==> config.mk <==
export PLATFORM = sky130hd
export DESIGN_NAME = iso_timestamp_to_epoch_seconds_core
export DESIGN_NICKNAME = d
export VERILOG_FILES = /design/src/sv/ists_pkg.sv /design/src/sv/ists_front.sv /design/src/sv/ists_jobq.sv /design/src/sv/ists_back.sv /design/src/sv/iso_timestamp_to_epoch_seconds_core.sv
export SDC_FILE = /design/constraint.sdc
export NUM_CORES = 2
export LEC_CHECK = 0
export ABC_AREA = 1
export BUFFER_PORTS_ARGS = -buffer_cell sky130_fd_sc_hd__buf_2
export CAP_MARGIN = 20
export CORE_UTILIZATION = 35
export DETAILED_ROUTE_END_ITERATION = 12
export HOLD_SLACK_MARGIN = 0.15
export PLACE_DENSITY = 0.48
export SYNTH_ARGS = -nofsm -noshare
export SYNTH_HDL_FRONTEND = slang
export SYNTH_SLANG_ARGS = --single-unit
==> constraint.sdc <==
create_clock -name clk -period 17.5 [get_ports clk]
set_clock_uncertainty 0.1 [all_clocks]
set_input_delay 3.5 -clock clk [delete_from_list [all_inputs] [get_ports clk]]
set_output_delay 3.5 -clock clk [all_outputs]
set_load 0.03 [all_outputs]
==> src/sv/ists_pkg.sv <==
package ists_pkg;

  typedef struct packed {
    logic [7:0] ch;
    logic       arg_end;
    logic       offset_follows;
  } in_word_t;

  typedef struct packed {
    logic signed [38:0] epoch_seconds;
    logic [1:0]         status;
  } out_word_t;

  localparam logic [1:0] STAT_OK      = 2'd0;
  localparam logic [1:0] STAT_BAD_TS  = 2'd1;
  localparam logic [1:0] STAT_BAD_OFS = 2'd2;

  // one parsed timestamp, handed from the parser to the calendar unit
  typedef struct packed {
    logic [1:0]         status;
    logic signed [14:0] year;
    logic [3:0]         mo;
    logic [4:0]         dy;
    logic signed [5:0]  hh;
    logic signed [6:0]  mi;
    logic signed [6:0]  ss;
    logic signed [5:0]  ofs_h;
    logic signed [6:0]  ofs_m;
    logic               ofs_neg;
  } job_t;

endpackage

==> src/sv/ists_front.sv <==
module ists_front (
  input  logic             clk,
  input  logic             rst_n,
  input  logic             push,
  output logic             full,
  input  ists_pkg::in_word_t in_data,
  output logic             job_push,
  output ists_pkg::job_t   job,
  input  logic             job_full
);
  import ists_pkg::*;

  localparam logic [7:0] CH_0     = 8'h30;
  localparam logic [7:0] CH_9     = 8'h39;
  localparam logic [7:0] CH_MINUS = 8'h2D;
  localparam logic [7:0] CH_PLUS  = 8'h2B;
  localparam logic [7:0] CH_COLON = 8'h3A;
  localparam logic [7:0] CH_T     = 8'h54;
  localparam logic [7:0] CH_SPACE = 8'h20;
  localparam logic [7:0] CH_UZ    = 8'h5A;
  localparam logic [7:0] CH_LZ    = 8'h7A;

  typedef enum logic [1:0] {SEP_NONE, SEP_DASH, SEP_COLON, SEP_DT} sep_t;

  function automatic logic [7:0] sgn_mag(input logic neg, input logic [6:0] m);
    sgn_mag = neg ? 8'd0 - {1'b0, m} : {1'b0, m};
  endfunction

  logic       in_ofs_r, in_ofs_nxt;
  logic [5:0] cnt_r, cnt_nxt, cnt_inc;
  logic [13:0] yacc_r, yacc_nxt;
  logic [6:0] sacc_r [5];
  logic [6:0] sacc_nxt [5];
  logic [5:0] neg_r, neg_nxt;
  logic       err_r, err_nxt;
  logic [7:0] tw_r [5];
  logic [7:0] tw_nxt [5];

  logic       acc, emit;
  logic [7:0] c;
  logic       is_dig;
  sep_t       sep;
  logic       fld, first;
  logic [2:0] fk, fk_idx;
  logic [13:0] acc_cur, acc_ten, acc_w;

  logic       dig1, dig3, dig4, is_z, sgn_ok;
  logic signed [7:0] hv, mv;
  logic       prs_ok, loc_ok, ofs_ok, use_ofs, flds_ok;
  logic [7:0] hh8, mi8, ss8;

  assign c      = in_data.ch;
  assign acc    = push && !job_full;
  assign full   = job_full;
  assign is_dig = c inside {[CH_0:CH_9]};
  assign cnt_inc = (cnt_r == 6'd63) ? cnt_r : cnt_r + 6'd1;

  // position decode of the local part
  always_comb begin
    sep = SEP_NONE; fld = 1'b0; fk = 3'd0; first = 1'b0;
    case (cnt_r)
      6'd0: begin
        fld = 1'b1; first = 1'b1;
      end
      6'd1, 6'd2, 6'd3: fld = 1'b1;
      6'd4, 6'd7: sep = SEP_DASH;
      6'd13, 6'd16: sep = SEP_COLON;
      6'd10: sep = SEP_DT;
      6'd5: begin
        fld = 1'b1; fk = 3'd1; first = 1'b1;
      end
      6'd6: begin
        fld = 1'b1; fk = 3'd1;
      end
      6'd8: begin
        fld = 1'b1; fk = 3'd2; first = 1'b1;
      end
      6'd9: begin
        fld = 1'b1; fk = 3'd2;
      end
      6'd11: begin
        fld = 1'b1; fk = 3'd3; first = 1'b1;
      end
      6'd12: begin
        fld = 1'b1; fk = 3'd3;
      end
      6'd14: begin
        fld = 1'b1; fk = 3'd4; first = 1'b1;
      end
      6'd15: begin
        fld = 1'b1; fk = 3'd4;
      end
      6'd17: begin
        fld = 1'b1; fk = 3'd5; first = 1'b1;
      end
      6'd18: begin
        fld = 1'b1; fk = 3'd5;
      end
      default: ;
    endcase
  end

  assign fk_idx  = (fk == 3'd0) ? 3'd0 : fk - 3'd1;
  assign acc_cur = (fk == 3'd0) ? yacc_r : {7'b0, sacc_r[fk_idx]};
  assign acc_ten = acc_cur * 14'd10 + {10'b0, c[3:0]};

  always_comb begin
    in_ofs_nxt = in_ofs_r;
    cnt_nxt    = cnt_inc;
    yacc_nxt   = yacc_r;
    sacc_nxt   = sacc_r;
    neg_nxt    = neg_r;
    err_nxt    = err_r;
    acc_w      = acc_cur;
    emit       = 1'b0;
    tw_nxt[0]  = c;
    for (int i = 1; i < 5; i++) tw_nxt[i] = tw_r[i-1];

    if (!in_ofs_r) begin
      case (sep)
        SEP_DASH:  if (c != CH_MINUS) err_nxt = 1'b1;
        SEP_COLON: if (c != CH_COLON) err_nxt = 1'b1;
        SEP_DT:    if (c != CH_T && c != CH_SPACE) err_nxt = 1'b1;
        default: ;
      endcase
      if (fld) begin
        if (first && c == CH_MINUS) begin
          neg_nxt[fk] = 1'b1;
          acc_w = '0;
        end else if (is_dig) begin
          acc_w = first ? {10'b0, c[3:0]} : acc_ten;
        end else begin
          err_nxt = 1'b1;
        end
        if (fk == 3'd0) yacc_nxt = acc_w;
        else sacc_nxt[fk_idx] = acc_w[6:0];
      end
    end

    if (in_data.arg_end) begin
      if (!in_ofs_r && in_data.offset_follows) begin
        if (cnt_inc < 6'd19) err_nxt = 1'b1;
        in_ofs_nxt = 1'b1;
        cnt_nxt    = '0;
      end else begin
        emit       = 1'b1;
        in_ofs_nxt = 1'b0;
        cnt_nxt    = '0;
        yacc_nxt   = '0;
        sacc_nxt   = '{default: '0};
        neg_nxt    = '0;
        err_nxt    = 1'b0;
        tw_nxt     = '{default: '0};
      end
    end
  end

  // offset from the newest six characters: c, tw_r[0..4]
  assign dig1   = tw_r[0] inside {[CH_0:CH_9]};
  assign dig3   = tw_r[2] inside {[CH_0:CH_9]};
  assign dig4   = tw_r[3] inside {[CH_0:CH_9]};
  assign sgn_ok = (tw_r[4] == CH_PLUS) || (tw_r[4] == CH_MINUS);
  assign hv = dig4 ? {4'b0, tw_r[3][3:0]} * 8'd10 + {4'b0, tw_r[2][3:0]}
                   : 8'd0 - {4'b0, tw_r[2][3:0]};
  assign mv = dig1 ? {4'b0, tw_r[0][3:0]} * 8'd10 + {4'b0, c[3:0]}
                   : 8'd0 - {4'b0, c[3:0]};
  assign prs_ok = sgn_ok && (tw_r[1] == CH_COLON)
               && dig3 && (dig4 || tw_r[3] == CH_MINUS)
               && is_dig && (dig1 || tw_r[0] == CH_MINUS)
               && (hv <= 8'sd23) && (mv <= 8'sd59);
  assign is_z = (c == CH_UZ) || (c == CH_LZ);

  assign flds_ok = !neg_r[1] && (sacc_r[0] inside {[7'd1:7'd12]})
                && !neg_r[2] && (sacc_r[1] inside {[7'd1:7'd31]})
                && (neg_r[3] || sacc_r[2] <= 7'd23)
                && (neg_r[4] || sacc_r[3] <= 7'd59)
                && (neg_r[5] || sacc_r[4] <= 7'd59);

  assign hh8 = sgn_mag(neg_r[3], sacc_r[2]);
  assign mi8 = sgn_mag(neg_r[4], sacc_r[3]);
  assign ss8 = sgn_mag(neg_r[5], sacc_r[4]);

  always_comb begin
    loc_ok  = 1'b1;
    ofs_ok  = 1'b1;
    use_ofs = 1'b1;
    if (in_ofs_r) begin
      ofs_ok = (cnt_inc == 6'd6) && prs_ok;
    end else if (is_z) begin
      loc_ok  = cnt_inc >= 6'd20;
      use_ofs = 1'b0;
    end else if (cnt_inc < 6'd25) begin
      loc_ok = 1'b0;
    end else begin
      ofs_ok = prs_ok;
    end

    if (!loc_ok || err_r || !flds_ok) job.status = STAT_BAD_TS;
    else if (!ofs_ok)                  job.status = STAT_BAD_OFS;
    else                               job.status = STAT_OK;

    job.year    = neg_r[0] ? 15'd0 - {1'b0, yacc_r} : {1'b0, yacc_r};
    job.mo      = sacc_r[0][3:0];
    job.dy      = sacc_r[1][4:0];
    job.hh      = hh8[5:0];
    job.mi      = mi8[6:0];
    job.ss      = ss8[6:0];
    job.ofs_h   = use_ofs ? hv[5:0] : 6'd0;
    job.ofs_m   = use_ofs ? mv[6:0] : 7'd0;
    job.ofs_neg = use_ofs && (tw_r[4] == CH_MINUS);
  end

  assign job_push = acc && emit;

  always_ff @(posedge clk) begin
    if (!rst_n) begin
      in_ofs_r <= 1'b0;
      cnt_r    <= '0;
      yacc_r   <= '0;
      sacc_r   <= '{default: '0};
      neg_r    <= '0;
      err_r    <= 1'b0;
      tw_r     <= '{default: '0};
    end else if (acc) begin
      in_ofs_r <= in_ofs_nxt;
      cnt_r    <= cnt_nxt;
      yacc_r   <= yacc_nxt;
      sacc_r   <= sacc_nxt;
      neg_r    <= neg_nxt;
      err_r    <= err_nxt;
      tw_r     <= tw_nxt;
    end
  end

endmodule

==> src/sv/ists_jobq.sv <==
module ists_jobq #(
  parameter int DEPTH = 2
) (
  input  logic           clk,
  input  logic           rst_n,
  input  logic           wr_en,
  input  ists_pkg::job_t wr_data,
  output logic           full,
  input  logic           rd_en,
  output ists_pkg::job_t rd_data,
  output logic           empty
);
  import ists_pkg::*;

  localparam int PTR_W = $clog2(DEPTH);
  localparam int CNT_W = $clog2(DEPTH + 1);

  job_t             mem_r [DEPTH];
  logic [PTR_W-1:0] wptr_r, rptr_r;
  logic [CNT_W-1:0] cnt_r;
  logic             wr_ok, rd_ok;

  assign full    = (cnt_r == CNT_W'(DEPTH));
  assign empty   = (cnt_r == '0);
  assign wr_ok   = wr_en && !full;
  assign rd_ok   = rd_en && !empty;
  assign rd_data = mem_r[rptr_r];

  function automatic logic [PTR_W-1:0] bump(input logic [PTR_W-1:0] p);
    bump = (p == PTR_W'(DEPTH - 1)) ? '0 : p + 1'b1;
  endfunction

  always_ff @(posedge clk) begin
    if (!rst_n) begin
      wptr_r <= '0;
      rptr_r <= '0;
      cnt_r  <= '0;
    end else begin
      if (wr_ok) wptr_r <= bump(wptr_r);
      if (rd_ok) rptr_r <= bump(rptr_r);
      cnt_r <= cnt_r + CNT_W'(wr_ok) - CNT_W'(rd_ok);
    end
  end

  always_ff @(posedge clk) begin
    if (wr_ok) mem_r[wptr_r] <= wr_data;
  end

endmodule

==> src/sv/ists_back.sv <==
module ists_back (
  input  logic               clk,
  input  logic               rst_n,
  input  ists_pkg::job_t     job,
  input  logic               job_empty,
  output logic               job_pop,
  input  logic               pop,
  output logic               empty,
  output ists_pkg::out_word_t out_data
);
  import ists_pkg::*;

  localparam logic [23:0] DAYS_PER_ERA = 24'd146097;
  // three eras of year bias plus the 1970 epoch shift
  localparam logic [23:0] DAY_BIAS     = 24'd1157759;

  typedef enum logic [5:0] {
    BK_IDLE = 6'b000001,
    BK_ERA  = 6'b000010,
    BK_DOE  = 6'b000100,
    BK_DAYS = 6'b001000,
    BK_MUL  = 6'b010000,
    BK_SUM  = 6'b100000
  } bk_state_t;

  function automatic logic [8:0] month_base(input logic [3:0] mo);
    case (mo)
      4'd3:    month_base = 9'd0;
      4'd4:    month_base = 9'd31;
      4'd5:    month_base = 9'd61;
      4'd6:    month_base = 9'd92;
      4'd7:    month_base = 9'd122;
      4'd8:    month_base = 9'd153;
      4'd9:    month_base = 9'd184;
      4'd10:   month_base = 9'd214;
      4'd11:   month_base = 9'd245;
      4'd12:   month_base = 9'd275;
      4'd1:    month_base = 9'd306;
      4'd2:    month_base = 9'd337;
      default: month_base = 9'd0;
    endcase
  endfunction

  bk_state_t st_r, st_nxt;
  job_t      job_r;
  logic      ovld_r;
  out_word_t out_r;

  logic [13:0] u_r;
  logic [4:0]  q_r;
  logic [8:0]  doy_r;
  logic signed [19:0] hms_r, tod_r;
  logic [17:0] doe_r;
  logic signed [23:0] days_r;
  logic signed [39:0] prod_r;

  logic [15:0] y16, u16, qm;
  logic [4:0]  q_w;
  logic [8:0]  doy_w;
  logic signed [19:0] hms_w, ofs_w, tod_w;
  logic [13:0] q400, yoe14;
  logic [8:0]  yoe;
  logic [1:0]  c100;
  logic [17:0] doe_w;
  logic signed [23:0] days_w;
  logic signed [39:0] prod_w, secs_w;
  logic        out_we;

  // floor(y / 400) via bias of 1200 years and a reciprocal of 25
  assign y16   = {job_r.year[14], job_r.year} - {15'b0, (job_r.mo <= 4'd2)};
  assign u16   = y16 + 16'd1200;
  assign qm    = {6'b0, u16[13:4]} * 16'd41;
  assign q_w   = qm[14:10];
  assign doy_w = month_base(job_r.mo) + {4'b0, job_r.dy} - 9'd1;
  assign hms_w = job_r.hh * 13'sd3600 + job_r.mi * 8'sd60 + job_r.ss;

  assign q400  = 14'(q_r) * 14'd400;
  assign yoe14 = u_r - q400;
  assign yoe   = yoe14[8:0];
  assign c100  = (yoe >= 9'd300) ? 2'd3 : (yoe >= 9'd200) ? 2'd2 :
                 (yoe >= 9'd100) ? 2'd1 : 2'd0;
  assign doe_w = 18'(yoe) * 18'd365 + 18'(yoe[8:2]) - 18'(c100) + 18'(doy_r);
  assign ofs_w = job_r.ofs_h * 13'sd3600 + job_r.ofs_m * 8'sd60;
  assign tod_w = job_r.ofs_neg ? hms_r + ofs_w : hms_r - ofs_w;

  assign days_w = 24'(q_r) * DAYS_PER_ERA + 24'(doe_r) - DAY_BIAS;
  assign prod_w = days_r * 18'sd86400;
  assign secs_w = prod_r + 40'(tod_r);

  assign out_we  = (st_r == BK_SUM) && (!ovld_r || pop);
  assign job_pop = (st_r == BK_IDLE) && !job_empty;
  assign empty    = !ovld_r;
  assign out_data = out_r;

  always_comb begin
    st_nxt = st_r;
    case (st_r)
      BK_IDLE: if (!job_empty) st_nxt = (job.status == STAT_OK) ? BK_ERA : BK_SUM;
      BK_ERA:  st_nxt = BK_DOE;
      BK_DOE:  st_nxt = BK_DAYS;
      BK_DAYS: st_nxt = BK_MUL;
      BK_MUL:  st_nxt = BK_SUM;
      BK_SUM:  if (out_we) st_nxt = BK_IDLE;
      default: st_nxt = BK_IDLE;
    endcase
  end

  always_ff @(posedge clk) begin
    if (!rst_n) begin
      st_r   <= BK_IDLE;
      ovld_r <= 1'b0;
    end else begin
      st_r <= st_nxt;
      if (out_we)   ovld_r <= 1'b1;
      else if (pop) ovld_r <= 1'b0;
    end
  end

  always_ff @(posedge clk) begin
    if (job_pop) job_r <= job;
    if (st_r == BK_ERA) begin
      u_r   <= u16[13:0];
      q_r   <= q_w;
      doy_r <= doy_w;
      hms_r <= hms_w;
    end
    if (st_r == BK_DOE) begin
      doe_r <= doe_w;
      tod_r <= tod_w;
    end
    if (st_r == BK_DAYS) days_r <= days_w;
    if (st_r == BK_MUL)  prod_r <= prod_w;
    if (out_we) begin
      out_r.epoch_seconds <= (job_r.status == STAT_OK) ? secs_w[38:0] : '0;
      out_r.status        <= job_r.status;
    end
  end

endmodule

==> src/sv/iso_timestamp_to_epoch_seconds_core.sv <==
// channel  | handshake          | word          | contents
// ---------+--------------------+---------------+------------------------------------
// input    | push / full        | in_data       | ch, arg_end, offset_follows
// result   | empty / pop        | out_data      | epoch_seconds, status
//
// The parser takes one character per cycle while full is low; full rises only
// while the job queue (JOBQ_DEPTH entries) is full. The calendar sequencer steps a
// well-formed timestamp through ERA, DOE, DAYS, MUL and SUM, sends a rejected one
// from IDLE straight to SUM, then parks the word in the output register. While that
// word waits for pop the sequencer holds its next word in SUM, and the parser stalls
// once the queue behind it fills. Reset is synchronous; there is no clearing pass.
module iso_timestamp_to_epoch_seconds_core #(
  parameter int JOBQ_DEPTH = 2
) (
  input  logic                clk,
  input  logic                rst_n,
  input  logic                push,
  output logic                full,
  input  ists_pkg::in_word_t  in_data,
  output logic                empty,
  input  logic                pop,
  output ists_pkg::out_word_t out_data
);
  import ists_pkg::*;

  job_t fr_job, bk_job;
  logic fr_push, q_full, q_empty, bk_pop;

  ists_front u_front (
    .clk      (clk),
    .rst_n    (rst_n),
    .push     (push),
    .full     (full),
    .in_data  (in_data),
    .job_push (fr_push),
    .job      (fr_job),
    .job_full (q_full)
  );

  ists_jobq #(.DEPTH(JOBQ_DEPTH)) u_jobq (
    .clk     (clk),
    .rst_n   (rst_n),
    .wr_en   (fr_push),
    .wr_data (fr_job),
    .full    (q_full),
    .rd_en   (bk_pop),
    .rd_data (bk_job),
    .empty   (q_empty)
  );

  ists_back u_back (
    .clk       (clk),
    .rst_n     (rst_n),
    .job       (bk_job),
    .job_empty (q_empty),
    .job_pop   (bk_pop),
    .pop       (pop),
    .empty     (empty),
    .out_data  (out_data)
  );

endmodule

### Word level (Yosys, flattened, before mapping)

Memories as Yosys holds them, arrays and structs flattened. A register that Yosys moved wholly into a read port is not among the register bits.
Cells that the tools add are included.

| storage, ports and cells | value |
|---|---|
| register bits after elaboration | 351 |
| bits in writable memories | 120 |
| memory bits (read-only) | 144 |
| input port bits | 14 |
| output and inout bits | 43 |
| word-level logic and storage cells | 313 |
| memories | 2 |

Memory list:

| memory | words | width | rd ports | clocked after Yosys merged registers in | write ports | RTL line | text |
|---|---|---|---|---|---|---|---|
| (no name shown) | 16 | 9 | 1 | 1 | 0 | ists_back.sv:27 | `case (mo)` |
| u_jobq.mem_r | 2 | 60 | 1 | 1 | 1 | ists_jobq.sv:18 | `job_t mem_r [DEPTH];` |

| operators by class | value |
|---|---|
| add/sub/neg operators | 31 |
| multiply operators | 12 |
| order comparisons | 28 |
| equality and inequality tests | 44 |
| muxes and demuxes | 87 |
| bitwise operators | 2 |
| reductions and logical operators | 67 |

Operator list:

| operator | number |
|---|---|
| 35-bit two-way mux | 5 |
| 14-bit two-way mux | 11 |
| 40-bit two-way mux | 2 |
| 6-bit two-way mux | 12 |
| 20-bit adder | 3 |
| 6-bit by 4-bit equality test with 1-bit output (second input constant) | 9 |
| 8-bit by 6-bit equality test with 1-bit output (second input constant) | 6 |
| 7-bit two-way mux | 6 |
| 8-bit by 6-bit less-or-equal comparator with 1-bit output (second input constant) | 5 |
| 39-bit by 20-bit adder with 39-bit output | 1 |
| 6-bit by 3-bit equality test with 1-bit output (second input constant) | 6 |
| 6-bit case mux with 6 select lines | 1 |
| 35-bit bitwise mux | 1 |
| 1-bit two-way mux | 33 |
| 8-bit by 6-bit greater-or-equal comparator with 1-bit output (second input constant) | 4 |
| 1-bit logical AND | 32 |
| 24-bit by 11-bit multiplier with 32-bit output (second input constant) | 1 |
| 6-bit by 9-bit multiplier with 15-bit output (second input constant) | 2 |
| 23-bit by 18-bit adder with 24-bit output | 1 |
| 6-bit by 5-bit equality test with 1-bit output (second input constant) | 4 |
| 7-bit by 5-bit multiplier with 12-bit output (second input constant) | 2 |
| 8-bit by 6-bit != test with 1-bit output (second input constant) | 3 |
| 24-bit by 21-bit subtractor with 24-bit output (second input constant) | 1 |
| 5-bit by 18-bit multiplier with 23-bit output (second input constant) | 1 |
| 74 further kinds | 119 |

### Depth between registers and ports, before layout

| logic depth | value |
|---|---|
| depth after elaboration | 23 |
| mapped depth | 42 |
| gate-level depth less buffers | 42 |

### Modules after synthesis

Synthesis repeated with hierarchy kept, for this count alone.

| second synthesis, totals | value |
|---|---|
| cells, all modules | 4,448 |
| area, all modules | 40,308.7 um^2 |

Modules (own cells, without submodules):

| module | times used | cells an instance | area each (um^2) | seq. area each (um^2) |
|---|---|---|---|---|
| ists_back | 1 | 2,836 | 26,644.3 | 7,437.1 |
| ists_front | 1 | 1,387 | 8,780.9 | 2,062.0 |
| ists_jobq | 1 | 225 | 4,883.4 | 3,703.6 |

### Worst setup path after synthesis

OpenSTA, ideal clock, no wires.

| path | value |
|---|---|
| kind | input port to flip-flop |
| start point | input push |
| end point | memory u_jobq.mem_r[1][0] (netlist name), enable pin |
| data arrival time | 6,435 ps |
| data required time | 16,923 ps |
| path slack | 10,487 ps |
| cell stages on the path | 4 |
| buffers on the path | 0 |
| cells stage by stage | o21ai_1 -> nor2_1 -> inv_1 -> nor2_1 |

| between the ends | value |
|---|---|
| cells in the longest elaborated chain, start to end | 5 |

RTL lines:

| what | RTL line | text |
|---|---|---|
| start: declaration | iso_timestamp_to_epoch_seconds_core.sv:17 | `input logic push,` |
| 1-bit logical AND | ists_front.sv:53 | `assign acc = push && !job_full;` |
| 1-bit logical AND | ists_front.sv:213 | `assign job_push = acc && emit;` |
| 1-bit logical AND | ists_jobq.sv:25 | `assign wr_ok = wr_en && !full;` |
| via u_jobq.wr_ok | ists_jobq.sv:21 | `logic wr_ok, rd_ok;` |
| 1-bit two-way mux | ists_jobq.sv:46 | `if (wr_ok) mem_r[wptr_r] <= wr_data;` |
| 1-bit two-way mux (implied by the code) | ists_jobq.sv:46 |  |
| end: declaration | ists_jobq.sv:18 |  |

The timed path passes the listed nets, and every way through them passes these cells.

### Worst setup path in the final report

| path | value |
|---|---|
| start point | register u_back.q_r[0] |
| end point | register u_back.doe_r[16], data pin |

| between the ends | value |
|---|---|
| cells in the longest elaborated chain, start to end | 8 |

RTL lines:

| what | RTL line | text |
|---|---|---|
| start: declaration | ists_back.sv:50 | `logic [4:0] q_r;` |
| start signal: assignment | ists_back.sv:123 | `q_r <= q_w;` |
| 5-bit by 4-bit multiplier with 5-bit output * | ists_back.sv:77 | `assign q400 = 14'(q_r) * 14'd400;` |
| 9-bit subtractor * | ists_back.sv:78 | `assign yoe14 = u_r - q400;` |
| parallel branches: the longest is 4 deep, another holds 9-bit by 9-bit multiplier with 18-bit output | - |  |
| 18-bit by 2-bit subtractor with 18-bit output * | ists_back.sv:82 | `assign doe_w = 18'(yoe) * 18'd365 + 18'(yoe[8:2]) - 18'(c100) + 18'(doy_r);` |
| 18-bit by 9-bit adder with 18-bit output * | ists_back.sv:82 |  |
| via u_back.doe_w[16] | ists_back.sv:64 | `logic [17:0] doe_w;` |
| end signal: assignment | ists_back.sv:128 | `doe_r <= doe_w;` |
| end: declaration | ists_back.sv:53 | `logic [17:0] doe_r;` |

Mark *: on every way through the listed nets, which the timed path passes.
A chain may end at the register's enable or synchronous reset.

==> impl_metrics.env <==
export IMPL_drt_iter0_drc=1400
export IMPL_cpPeakStageDelay_ns=0.67
export IMPL_timing_fmax_mhz=141
export IMPL_synthMuxAreaShare=0.000256
export IMPL_ant_nets=0
export IMPL_cts_resized=0
export IMPL_fin_crit_ns=7.12
export IMPL_area_growth_pct=10.7
export IMPL_yosysTopAreaCellShare=0.272
export IMPL_antenna_found_initial=0
export IMPL_ys_top_cells_by_count="nand2_1, inv_1, ha_1"
export IMPL_place_hpwl_mm=69.7
export IMPL_root_buffer="clkbuf_16"
export IMPL_synth_net_count=5196
export IMPL_synth_edf_count=355
export IMPL_end_kind="flop"
export IMPL_vias=28000
export IMPL_hold_path_class="flop to flop"
export IMPL_htree_levels=2
export IMPL_worst_pin_slew_ns=1.05
export IMPL_setup_viol=0
export IMPL_rows=122
export IMPL_synthSimpleGateAreaFrac=0.150
export IMPL_postCtsSetupBuffers=0
export IMPL_die_width_um=336
export IMPL_crit_path_start_kind="flop"
export IMPL_grt_pass1_wl_mm=145
export IMPL_yosysWarningCount=0
export IMPL_synth_seq_cells=479
export IMPL_synthTopCellsByArea="edfxtp_1, ha_1, fa_1, nand2_1, inv_1"
export IMPL_cts_inserted_buffers=61
export IMPL_finalHoldViolCount=0
export IMPL_wl_per_cell_um=14.7
export IMPL_tritoncts="done"
export IMPL_place_congestion=0.849
export IMPL_synth_avg_cell_area_um2=8.80
export IMPL_cts_max_path_buffers=3
export IMPL_synth_top_family_by_area="adder cells"
export IMPL_die_area_um2=113000
export IMPL_dr_pass1_iters=5
export IMPL_synth_top_area_cell="edfxtp_1"
export IMPL_diodes=0
export IMPL_synth_cell_types=65
export IMPL_clk_pin_slew_ns=0.05
export IMPL_drv_cap=0
export IMPL_crit_top_cell="nand2_1"
export IMPL_ys_flop_type="edfxtp_1"
export IMPL_synthArstFlopShare=0
export IMPL_synth_most_common_cell="nand2_1"
export IMPL_arrival_ns=7.40
export IMPL_grt_total_usage=0.159
export IMPL_die_h_um=336
export IMPL_synthAdderAreaFrac=0.273
export IMPL_grt_pass1_vias=27900
export IMPL_nNetsFinal=5269
export IMPL_grt_overflow=0
export IMPL_fp_coreArea_um2=111000
export IMPL_slew_viol_final=0
export IMPL_synth_compound_area_share=0.0999
export IMPL_drive_above_1_share=0.0581
export IMPL_synth_yosys_seq_area_share=0.336
export IMPL_rsz0062_at_grt="no"
export IMPL_grt_max_degree=70
export IMPL_syn_area_um2=39100
export IMPL_clk_latency_ns=0.68
export IMPL_top_level_ports=57
export IMPL_critPathMaxFanout=11
export IMPL_wirelength_mm=89.0
export IMPL_crit_type="flop to flop"
export IMPL_worst_ep_required_time_ns=17.78
export IMPL_io_buffer_count=56
export IMPL_cts_sinks=479
export IMPL_start_util=0.353
export IMPL_vias_per_cell=4.61
export IMPL_hold_buffers=0
export IMPL_drc=0
export IMPL_critPathSlowestCell="edfxtp_1"
export IMPL_outcome="complete, no violations"
export IMPL_finalCritPeriodShare=0.407
export IMPL_netlist_instances=4450
export IMPL_synthXorXnorAreaFrac=0.0539
export IMPL_slew_headroom=0.297
export IMPL_fin_tns_setup_ns=0
## final cells by class
class,count,area (um^2)
Fill cell,11300,67500
Multi-Input combinational cell,3063,22600
Sequential cell,479,13100
Inverter,845,3180
Tap cell,1488,1860
Clock buffer,73,1610
Clock inverter,43,534
Timing Repair Buffer,73,408
## stage by stage
step	cells	area, um^2	util	setup WS (ns)	hold slack [ns]
2_1_floorplan	4450	39100	-	10.49	0.300
3_3_place_gp	5948	41200	0.372	10.46	0.301
3_5_place_dp	5948	41200	0.372	10.40	0.319
4_1_cts	6064	43400	0.391	10.40	0.326
5_1_grt	6064	43400	0.391	9.75	0.337
6_report	6064	43400	0.391	10.38	0.324
## worst paths after layout
kind	to	slack, ns	cells after the start	startpoint
max	u_back.doe_r[16]$_DFFE_PP_	10.38	35	u_back.q_r[0]$_DFFE_PP_
min	u_back.hms_r[1]$_DFFE_PP_	0.32	0	u_back.job_r[15]$_DFFE_PP_
max reg2reg	u_back.doe_r[16]$_DFFE_PP_	10.38	35	u_back.q_r[0]$_DFFE_PP_
min reg2reg	u_back.hms_r[1]$_DFFE_PP_	0.32	0	u_back.job_r[15]$_DFFE_PP_
## cells by family after synthesis
| family | count (synthesis) |
|---|---|
| AND/OR/NAND/NOR | 1391 |
| buffers and inverters | 908 |
| adder cells (fa/ha/maj) | 732 |
| AO/OA/AOI/OAI | 698 |
| flip-flops | 479 |
| XOR/XNOR | 241 |
| multiplexers | 1 |
## cell usage in the layout, fill, tap and decap left out, types with 12 or more instances in the layout
| cell type | instances |
|---|---|
| o31ai_1 | 14 |
| a31oi_1 | 12 |
| o21ai_0 | 139 |
| buf_2 | 56 |
| inv_1 | 830 |
| dfxtp_1 | 123 |
| ha_1 | 530 |
| xor2_1 | 180 |
| fa_1 | 202 |
| o21a_1 | 18 |
| o21bai_1 | 16 |
| o211ai_1 | 13 |
| xnor2_1 | 61 |
| a21oi_1 | 405 |
| nor2_1 | 202 |
| buf_4 | 17 |
| nand4_1 | 30 |
| nand2_1 | 874 |
| nand2_2 | 22 |
| nand3_1 | 144 |
| nand3b_1 | 13 |
| o21ai_1 | 13 |
| nor3_1 | 48 |
| edfxtp_1 | 355 |
| or2_2 | 12 |
| clkbuf_16 | 61 |
## critical path, delay by kind of cell (launching register included)
| family | cells | cell delay, ns |
|---|---|---|
| fa+ha+maj | 9 | 2.62 |
| simple gates | 9 | 0.75 |
| buf+inv | 7 | 0.62 |
| compound gates | 8 | 1.33 |
| xor+xnor | 2 | 0.77 |
| flops | 1 | 0.67 |
## flip-flops by register name, summed over array words and instances, names as in the netlist, 2 cells and up, named ones only
name and cells:
u_front.job 9, u_front.yacc_r 14, u_back.u_r 9, u_front.cnt_r 6, u_back.tod_r 20, u_front.sacc_r 26
u_back.job_r 59, u_front.tw_r 40, u_front.neg_r 6, u_back.doe_r 18, u_jobq.cnt_r 2, u_back.q_r 5
u_back.st_r 6, u_back.days_r 24, u_jobq.mem_r 118, u_back.prod_r 32, u_back.doy_r 9, u_back.out_data 41
u_back.hms_r 20
## routing by layer
metal  up-vias  GRT usage  wire length (um)  part of all wire
li1      14700          -                 -                 -
met1     12900      0.210             42500              0.48
met2       335      0.275             42400              0.48
met3       115     0.0164              2370             0.027
met4         0     0.0396              1700             0.019
met5         -          0                 0                 0
Power is not shown: default switching activity piles up to over one toggle a cycle in this logic, so the estimate is an artifact.
